[src/rtl/ped_pkg.sv]
`timescale 1ns / 1ps

package ped_pkg;

    localparam int NUM_BINS      = 1024;
    localparam int SAMPLE_BITS   = 24;
    localparam int MAX_CHANNELS  = 8;

    localparam int BIN_W         = $clog2(NUM_BINS);
    localparam int OUT_BIN_W     = 10;
    localparam int CH_W          = (MAX_CHANNELS > 1) ? $clog2(MAX_CHANNELS) : 1;
    localparam int CNT_W         = 4;
    localparam int FRAME_W       = 32;
    localparam int ACC_W         = FRAME_W + BIN_W + 1;
    localparam int PEAK_W        = SAMPLE_BITS;

    localparam int NORM_W        = 32;
    localparam int SHIFT_W       = $clog2(NORM_W);
    localparam int LOG_FRAC_BITS = 20;
    localparam int EXP_W         = $clog2(SAMPLE_BITS);
    localparam int L_W           = EXP_W + LOG_FRAC_BITS;
    localparam int K_W           = 27;
    localparam int PROD_W        = L_W + K_W;
    localparam int DB_SHIFT      = 36;
    localparam int MAG_W         = 16;
    localparam int DB_W          = 17;

    localparam int S_TDATA_W     = ((SAMPLE_BITS + 7) / 8) * 8;
    localparam int M_TDATA_W     = ((OUT_BIN_W + DB_W + 7) / 8) * 8;

    localparam logic [K_W-1:0]    DB_K_Q16   = K_W'(101008905);
    localparam logic [PROD_W-1:0] ROUND_HALF = PROD_W'(64'd1 << (DB_SHIFT - 1));
    localparam logic [L_W-1:0]    LOG_FULL   = L_W'((SAMPLE_BITS - 1) << LOG_FRAC_BITS);

    localparam logic [FRAME_W-1:0] FRAME_RESET = FRAME_W'(1024);

    typedef enum logic [1:0] {
        CFG_FRAME_COUNT   = 2'd0,
        CFG_CHANNEL_COUNT = 2'd1
    } t_cfg_index;

    typedef struct packed {
        logic [OUT_BIN_W-1:0] bin;
        logic                 silent;
        logic                 rest;
        logic                 last;
    } t_meta;

endpackage

[src/rtl/ped_front.sv]
`timescale 1ns / 1ps

module ped_front
    import ped_pkg::*;
(
    input  logic                   i_clk,
    input  logic                   i_rst_n,
    input  logic                   i_en,
    input  logic                   i_accept,
    input  logic [SAMPLE_BITS-1:0] i_sample,
    input  logic                   i_cfg_we,
    input  logic [1:0]             i_cfg_index,
    input  logic [FRAME_W-1:0]     i_cfg_data,
    output logic                   o_ev_valid,
    output logic [PEAK_W-1:0]      o_ev_peak,
    output t_meta                  o_ev_meta
);

    logic [FRAME_W-1:0] r_frames, n_frames;
    logic [CH_W-1:0]    r_ch_last, n_ch_last;
    logic [CH_W-1:0]    r_ch, n_ch;
    logic [FRAME_W-1:0] r_frame, n_frame;
    logic [BIN_W-1:0]   r_bin, n_bin;
    logic [ACC_W-1:0]   r_acc, n_acc;
    logic [PEAK_W-1:0]  r_peak, n_peak;
    logic               r_ev_valid, n_ev_valid;
    logic [PEAK_W-1:0]  r_ev_peak;
    t_meta              r_ev_meta;

    logic [PEAK_W-1:0]  mag, peak_next;
    logic [FRAME_W:0]   done, bin_end;
    logic               short_snd, ch_end, close, last;
    logic [CNT_W-1:0]   cnt;
    logic [FRAME_W-1:0] cfg_frames;

    always_comb begin
        mag       = i_sample[SAMPLE_BITS-1] ? (~i_sample + PEAK_W'(1)) : i_sample;
        peak_next = (mag > r_peak) ? mag : r_peak;
        done      = {1'b0, r_frame} + (FRAME_W+1)'(1);
        short_snd = r_frames < FRAME_W'(NUM_BINS);
        bin_end   = short_snd ? done : (FRAME_W+1)'(r_acc >> BIN_W);
        ch_end    = (r_ch == r_ch_last);
        close     = ch_end && (done >= bin_end);
        last      = done >= {1'b0, r_frames};
        cnt        = i_cfg_data[CNT_W-1:0];
        cfg_frames = (i_cfg_data == '0) ? FRAME_W'(1) : i_cfg_data;
    end

    always_comb begin
        n_frames   = r_frames;
        n_ch_last  = r_ch_last;
        n_ch       = r_ch;
        n_frame    = r_frame;
        n_bin      = r_bin;
        n_acc      = r_acc;
        n_peak     = r_peak;
        n_ev_valid = i_en ? (i_accept && close) : r_ev_valid;
        if (i_cfg_we) begin
            unique case (i_cfg_index)
                CFG_FRAME_COUNT: begin
                    n_frames = cfg_frames;
                    n_ch     = '0;
                    n_frame  = '0;
                    n_bin    = '0;
                    n_acc    = ACC_W'(cfg_frames);
                    n_peak   = '0;
                end
                CFG_CHANNEL_COUNT: begin
                    if (cnt == '0) begin
                        n_ch_last = '0;
                    end else if (cnt > CNT_W'(MAX_CHANNELS)) begin
                        n_ch_last = CH_W'(MAX_CHANNELS - 1);
                    end else begin
                        n_ch_last = CH_W'(cnt - CNT_W'(1));
                    end
                    n_ch    = '0;
                    n_frame = '0;
                    n_bin   = '0;
                    n_acc   = ACC_W'(r_frames);
                    n_peak  = '0;
                end
                default: begin
                end
            endcase
        end else if (i_accept) begin
            if (!ch_end) begin
                n_ch   = r_ch + CH_W'(1);
                n_peak = peak_next;
            end else if (!close) begin
                n_ch    = '0;
                n_frame = done[FRAME_W-1:0];
                n_peak  = peak_next;
            end else if (last) begin
                n_ch    = '0;
                n_frame = '0;
                n_bin   = '0;
                n_acc   = ACC_W'(r_frames);
                n_peak  = '0;
            end else begin
                n_ch    = '0;
                n_frame = done[FRAME_W-1:0];
                n_bin   = r_bin + BIN_W'(1);
                n_acc   = r_acc + ACC_W'(r_frames);
                n_peak  = '0;
            end
        end
    end

    always_ff @(posedge i_clk) begin
        if (!i_rst_n) begin
            r_frames   <= FRAME_RESET;
            r_ch_last  <= '0;
            r_ch       <= '0;
            r_frame    <= '0;
            r_bin      <= '0;
            r_acc      <= ACC_W'(FRAME_RESET);
            r_peak     <= '0;
            r_ev_valid <= 1'b0;
        end else begin
            r_frames   <= n_frames;
            r_ch_last  <= n_ch_last;
            r_ch       <= n_ch;
            r_frame    <= n_frame;
            r_bin      <= n_bin;
            r_acc      <= n_acc;
            r_peak     <= n_peak;
            r_ev_valid <= n_ev_valid;
        end
    end

    always_ff @(posedge i_clk) begin
        if (i_accept && close) begin
            r_ev_peak        <= peak_next;
            r_ev_meta.bin    <= OUT_BIN_W'(r_bin);
            r_ev_meta.silent <= (peak_next == '0);
            r_ev_meta.rest   <= last && short_snd;
            r_ev_meta.last   <= last;
        end
    end

    assign o_ev_valid = r_ev_valid;
    assign o_ev_peak  = r_ev_peak;
    assign o_ev_meta  = r_ev_meta;

endmodule

[config.mk]
export PLATFORM = sky130hd
export DESIGN_NAME = ped_front
export DESIGN_NICKNAME = d
export VERILOG_FILES = /design/src/rtl/ped_pkg.sv /design/src/rtl/ped_front.sv
export SDC_FILE = /design/constraint.sdc
export NUM_CORES = 1
export LEC_CHECK = 0
export BUFFER_PORTS_ARGS = -buffer_cell sky130_fd_sc_hd__buf_2
export CAP_MARGIN = 40
export CORE_MARGIN = 2
export CORE_UTILIZATION = 44
export CTS_BUF_LIST = sky130_fd_sc_hd__clkbuf_8 sky130_fd_sc_hd__clkbuf_16
export CTS_CLUSTER_DIAMETER = 100
export DETAILED_ROUTE_END_ITERATION = 16
export GPL_ROUTABILITY_DRIVEN = 0
export MAX_ROUTING_LAYER = met4
export SLEW_MARGIN = 20
export SYNTH_ARGS = -nofsm -noshare
export SYNTH_HDL_FRONTEND = slang
export SYNTH_SLANG_ARGS = --single-unit
[constraint.sdc]
create_clock -name i_clk -period 9.3 [get_ports i_clk]
set_input_delay 0.465 -clock i_clk [delete_from_list [all_inputs] [get_ports i_clk]]
set_output_delay 0.465 -clock i_clk [all_outputs]
set_load 0.02 [all_outputs]
==> key figures, run 1 <==
Run status
  • Outcome: complete, no violations

Hold path
  • Worst Hold Path Cells: 3
  • HP Start: i_cfg_data[14]
  • Min-delay worst type: in2reg
  • Hold endpoint: r_frames[14]

Run
  • Max Cap Viol: 0

Detailed routing
  • Post-Route WL: between 30000 and 40000 µm
  • Iteration-0 DRC count of the detailed router: 990
  • DR vias: approximately 12000
  • Post-route ant nets: 0
  • Remaining DRCs: 0
  • Drt first pass iters: 6
  • DR WL/cell: approximately 19 µm
  • Via/cell ratio: about 5.9

STA
  • Fin crit share: between 60 and 70%
  • Slew Viols, Final: 0
  • Worst slew pin tran: ~0.84 ns
  • Tmin final: about 5.8 ns
  • Max Freq: roughly 170 MHz
  • Hold_ws: approximately 0.26 ns
  • Setup ws final: ~3.5 ns
  • Final setup viols: 0
  • Fin. Hold Viols: 0
  • Rel. slew slack: 43.98%
  • Final Skew: roughly 0.024 ns
  • TNS Setup: 0 ns
  • RSZ-0062 raised after global routing: false

Synthesis
  • Sequential cell area fraction in the yosys report: 31.76%
  • Largest cells by area after synthesis: dfxtp_1, ha_1, edfxtp_1
  • Post-synthesis cell count: 1559
  • Synth area leader: dfxtp_1
  • Async set-reset flop share out of synthesis: 0%
  • Syn_nets: between 1500 and 2000
  • Synth Register Bits: between 150 and 200
  • Synth warn: 0
  • Netlist cell types: 74
  • Ys flop type: dfxtp_1
  • Post-synth top area share: between 20% and 30%
  • Post-Syn Area: 12830 µm²
  • Synth Area per Inst: slightly above 8 µm²
  • Number of flops mapped to enable cells by yosys: 37

Worst setup path
  • Critical Path Start Type: flop
  • Required time of the critical path: just under 10 ns
  • Critical path class: reg2reg
  • R2r setup slk: around 3.5 ns
  • CP arrival: 6.13 ns
  • Reg2reg start: r_frame[2]
  • Reg2Reg Depth: 17
  • RR Endpoint: r_acc[23]
  • Slowest cell on crit path: o21ai_0
  • CP max FO: 39
  • Critical path endpoint category: flop
  • Max stage delay on crit path: about 0.58 ns
  • Critical Path, Cell by Cell: and4_1 > and2_1 > nand4_1 > or3_1 > nor4_2 > nand2_1 > xnor2_1 > a21oi_1 > ha_1 > nand4_1 > nor4_1 > nand2b_1 > o21ai_0 > o21a_2 > buf_4 > nand2_1 > o41ai_1

Pwr
  • Switch Pwr: ~0.00066 W
  • Switch share: between 30% and 40%
  • PwrDens: roughly 140 nW/µm²
  • Leakage: roughly 5.8 nW
  • Int Pwr: roughly 0.0014 W
  • Logic gate share of total power: between 10% and 20%
  • Clk pwr share: ~37%
  • Max VDD drop: 0.1113 mV
  • Seq pwr share: about 43%

Clocking
  • Root buffer cell: clkbuf_16
  • Clock Latency Late Sink: roughly 0.46 ns
  • Total CTS buffers: 17
  • CTS resizes: 0
  • CTS sink count: about 190
  • Clock-pin slew on the worst setup and hold paths: ~0.090 ns
  • Postcts setup bufs: 0
  • CTS H-Tree Depth: 4
  • Clock Tree Buf Depth: 2
  • Hold bufs inserted after CTS: 0
  • CTS tree: done

Layout
  • Nets: 1816
  • Final cell count without fillers: 2024
  • Fillers: roughly 2800
  • Multi-input logic area: between 8000 and 9000 µm²
  • Reg area: just over 4000 µm²
  • Ratio of cells with drive above 1 in the final layout: 10.86%
  • Layout area overhead: 11.52%
  • Most frequent cells in the layout: nand2_1, dfxtp_1, a21oi_1
  • Most common cell after layout, fill and taps aside: nand2_1
  • Post-layout util: around half

Global routing
  • Initial antenna violation count: 1
  • First-pass GRT wire length: ~60000 µm
  • Number of global-route vias before repair: 11100
  • Gr usage total: 25.52%
  • Largest net degree at the start of global routing: roughly 60
  • Global route overflow: 0

Floorplanning
  • Die outline area: just over 30000 µm²
  • I/O pin total: 101
  • Die width: ~170 µm
  • Die height: roughly 170 µm
  • Core area: about 29000 µm²
  • Rows: between 60 and 70
  • Initial Utilization: around 45%

Placed design
  • Setup WS pre-CTS: roughly 3.6 ns
  • Placed Cells incl. Taps: roughly 2000
  • Dpl hpwl: between 20000 and 30000 µm
  • Port-buffer cells: 100
-- metal layers --
metal,up-vias,part of all wire [%],global-route usage [%]
li1,5812,-,-
met1,5649,46,33.71
met2,337,45,39.53
met3,71,5.3,3.177
met4,0,3.9,10.69
met5,-,0,-
-- kinds of logic after synthesis --
group	count (synthesis)	synth area share, %
and+or+nand+nor	489	18.82
muxes	49	3.853
AOI/OAI and AO/OA	442	21.75
adders and majority gates	127	12.45
DFF	185	31.76
xor gates and xnor gates	85	5.804
buffers and inverters	182	5.570
-- synthesized netlist by cell type, drive strengths merged, types with 4 or more instances --
master,n
clkbuf,56
nor4,23
buf,14
or3,7
a21oi,145
mux2i,46
edfxtp,37
nor3,34
o31ai,13
a22o,19
a211oi,13
a21o,15
o41ai,5
and2,25
or4,7
nand2,187
nand3,37
dfxtp,148
xor2,28
ha,126
nor2,76
o211a,7
o22ai,24
nand4,37
a22oi,12
nand2b,19
a221oi,10
or2,4
o21ai,94
o221ai,4
nor2b,7
xnor2,57
inv,112
a41oi,4
o21a,8
a311oi,4
and4,9
and3,15
a31oi,28
o211ai,12
-- sequential cells by signal, summed over array words and instances, names as in the netlist --
signal	flops
r_frames	32
r_peak	24
o_ev_meta	13
r_bin	10
r_frame	32
r_ch_last	3
o_ev_valid	1
o_ev_peak	24
r_ch	3
r_acc	43
-- power by group through the flow --
| stage | combinational, W | sequential [W] | clock (W) |
|---|---|---|---|
| finish | 0.000402 | 0.000879 | 0.000754 |
| global route | 0.000447 | 0.000882 | 0.000795 |
| CTS | 0.000399 | 0.000879 | 0.000767 |
| detailed placement | 0.000396 | 0.000897 | 0 |
| global placement | 0.000390 | 0.000897 | 0 |
| floorplan | 0.000277 | 0.000892 | 0 |
-- cell type report --
class,count,share of cell area [%]
Tap cell,384,3.359
Inverter,112,2.939
Sequential cell,185,28.48
Timing Repair Buffer,118,4.636
Clock inverter,14,1.067
Clock buffer,18,3.149
Multi-Input combinational cell,1192,56.35
Antenna cell,1,0.01749
-- stage by stage --
step                      cell area [µm²]  power, W
after floorplan                     12830  0.001169
after global placement              13660  0.001287
after detailed placement            13700  0.001294
after CTS                           14300  0.002045
after global routing                14310  0.002124
final                               14310  0.002035
-- worst max-delay path, delay by kind of cell (launching register included) --
kind / cells / cell delay [ns]
and+or+nand+nor: 10 / 2.51
AOI/OAI and AO/OA: 4 / 1.55
buffers and inverters: 1 / 0.46
DFF: 1 / 0.40
xor gates and xnor gates: 1 / 0.39
adders and majority gates: 1 / 0.34
-- worst max-delay path by stage --
stage / from / depth (start not counted) / slack (ns) / endpoint
2_1_floorplan: r_frame[2] / 14 / 4.61 / o_ev_meta[0]
3_3_place_gp: r_frame[2] / 17 / 3.75 / r_acc[23]
3_5_place_dp: r_frame[2] / 17 / 3.60 / r_acc[23]
4_1_cts: r_frame[2] / 17 / 3.57 / r_acc[23]
5_1_grt: r_frame[3] / 17 / 3.09 / r_acc[23]
6_report: r_frame[2] / 17 / 3.52 / r_acc[23]
(Power assumes the default switching activity.)
==> inputs of run 2 (changes only) <==
==> constraint.sdc (replaced) <==
create_clock -name i_clk -period 4.6 [get_ports i_clk]
set_input_delay 0.23 -clock i_clk [delete_from_list [all_inputs] [get_ports i_clk]]
set_output_delay 0.23 -clock i_clk [all_outputs]
set_load 0.02 [all_outputs]
==> key figures, run 2 (synthesis results as in run 1) <==
Layout
  • Reg area: 4076 µm² (about the same)
  • Ratio of cells with drive above 1 in the final layout: 15.11% (+4.3 points)
  • Max reg flops: 43 (unchanged)
  • Fillers: 2790 (-1.3%)
  • Most frequent cells in the layout: nand2_1, dfxtp_1, a21oi_1
  • Post-layout util: 52.05% (+2.2 points)
  • Multi-input logic area: 8215 µm² (+1.9%)
  • Finished Cell Area: 14940 µm² (+4.4%)
  • Biggest register: r_acc
  • Nets: 1871 (+3.0%)
  • Layout area overhead: 16.47%
  • Regs by FF count: r_acc (43), r_frame (32), r_frames (32)
  • Most common cell after layout, fill and taps aside: nand2_1

Detailed routing
  • Drt first pass iters: 6 (unchanged)
  • Iteration-0 DRC count of the detailed router: 1031 (+4.1%)
  • Post-route ant nets: 0 (unchanged)
  • DR vias: 12090 (+1.8%)
  • DR WL/cell: 18.90 µm (+0.68%)
  • Via/cell ratio: 5.811 (-0.91%)
  • Remaining DRCs: 0 (unchanged)
  • Post-Route WL: 39310 µm (+3.5%)

Floorplanning
  • Die height: 174.7 µm (unchanged)
  • I/O pin total: 101 (unchanged)
  • Die outline area: 30530 µm² (unchanged)
  • Initial Utilization: 44.69% (unchanged)
  • Die width: 174.7 µm (unchanged)
  • Rows: 62 (unchanged)
  • Core area: 28700 µm² (unchanged)

Worst setup path
  • CP arrival: 4.70 ns (-1.43 ns)
  • Critical path endpoint category: flop
  • Critical Path Start Type: flop
  • Critical path class: reg2reg
  • CP max FO: 25 (-36%)
  • Required time of the critical path: 4.94 ns (-4.71 ns)

Placed design
  • Port-buffer cells: 100 (unchanged)
  • Placed cell area: 14120 µm² (+3.1%)
  • Dpl hpwl: 29540 µm (+5.4%)

Clocking
  • CTS H-Tree Depth: 4 (unchanged)
  • Clock-pin slew on the worst setup and hold paths: 0.08 ns (about the same)
  • Clock Latency Late Sink: 0.46 ns (about the same)
  • CTS tree: done
  • Total CTS buffers: 17 (unchanged)
  • CTS sink count: 185 (unchanged)
  • Clock Tree Buf Depth: 2 (unchanged)
  • Root buffer cell: clkbuf_16
  • Hold bufs inserted after CTS: 0 (unchanged)

Global routing
  • Largest net degree at the start of global routing: 58 (-1.7%)
  • Global route overflow: 0 (unchanged)
  • Number of global-route vias before repair: 11500 (+3.6%)
  • Initial antenna violation count: 1 (unchanged)
  • First-pass GRT wire length: 61800 µm (+3.0%)
  • Gr usage total: 26.30% (+0.78 points)

STA
  • Max Freq: 229.2 MHz (+33%)
  • Tmin final: 4.363 ns (-1.419 ns)
  • Worst slew pin tran: 0.7385 ns (-0.09796 ns)
  • Slew Viols, Final: 0 (unchanged)
  • Rel. slew slack: 50.77% (+6.8 points)
  • Final setup viols: 0 (unchanged)
  • Final Skew: 0.02023 ns (-0.003794 ns)
  • Fin. Hold Viols: 0 (unchanged)
  • Fin crit share: 94.85% (+33 points)

Pwr
  • Leakage: 6.139 nW (+5.8%)
  • Total power: 0.004175 W (+110%)
  • Max VDD drop: 0.2112 mV (+90%)
  • PwrDens: 279.4 nW/µm² (+96%)

Run status
  • Outcome: complete, no violations

Hold path
  • Min-delay worst type: in2reg

Run
  • Max Cap Viol: 0 (unchanged)
run 2: final cells by class:
class,instances,area share [%]
multi-input cells,1193,54.99
flip-flops and latches,185,27.28
repair buffers,172,7.604
well taps,384,3.216
clock buffers,17,2.847
inverters,112,2.814
clock inverters,15,1.214
diodes,2,0.03350
run 2: per-layer routing:
layer,GRT usage [%],vias to the layer above,share of wire (%)
met3,3.829,81,5.2
met1,33.61,5693,45
li1,-,5938,-
met5,-,-,0
met4,11.53,0,3.9
met2,41.45,374,46
run 2: worst max-delay path, cell delays in order (launching register included):
cell       delay, ns
dfxtp_1         0.33
and4_1          0.23
and2_4          0.16
nand4_1         0.15
or3_4           0.37
nor4_2          0.24
buf_4           0.18
xor2_2          0.09
ha_1            0.31
nand4_1         0.15
or4_4           0.62
nor2_4          0.13
o2bb2ai_2       0.14
a2111oi_4       0.08
buf_4           0.17
nor3b_4         0.34
nor2_2          0.10
buf_12          0.17
a32o_1          0.26
run 2: through the flow:
step | instances | hold slack, ns | setup TNS, ns | setup WS, ns
6_report | 2080 | 0.02116 | 0 | 0.2369
5_1_grt | 2079 | 0.04090 | -0.1179 | -0.02811
4_1_cts | 2073 | 0.01467 | 0 | 0.03958
3_5_place_dp | 2041 | 0.4524 | 0 | 0.007808
3_3_place_gp | 2040 | 0.4477 | 0 | 0.007658
2_1_floorplan | 1559 | 0.3660 | 0 | 0.2544
run 2: where the power goes:
group / switching, W / internal, W / total, W
combinational: 0.000528 / 0.000338 / 0.000865
clock: 0.000752 / 0.000781 / 0.00153
sequential: 0.0000543 / 0.00172 / 0.00178
total: 0.00133 / 0.00284 / 0.00417
run 2: timing repair:
action,in CTS,in global routing
buffers inserted,0,4
cloned,0,1
pin swaps,0,6
endpoints found under the hold margin,0,0
gates resized for setup,3,35
setup endpoints to repair,5,85
run 2: final timing paths:
| path | cells past startpoint | slack, ns | from | endpoint |
|---|---|---|---|---|
| hold / removal | 3 | 0.02 | i_cfg_data[13] | r_frames[13] |
| hold reg to reg | 1 | 0.46 | r_acc[36] | r_acc[36] |
| setup / recovery | 18 | 0.24 | r_frame[5] | r_frame[8] |
| setup reg to reg | 18 | 0.24 | r_frame[5] | r_frame[8] |
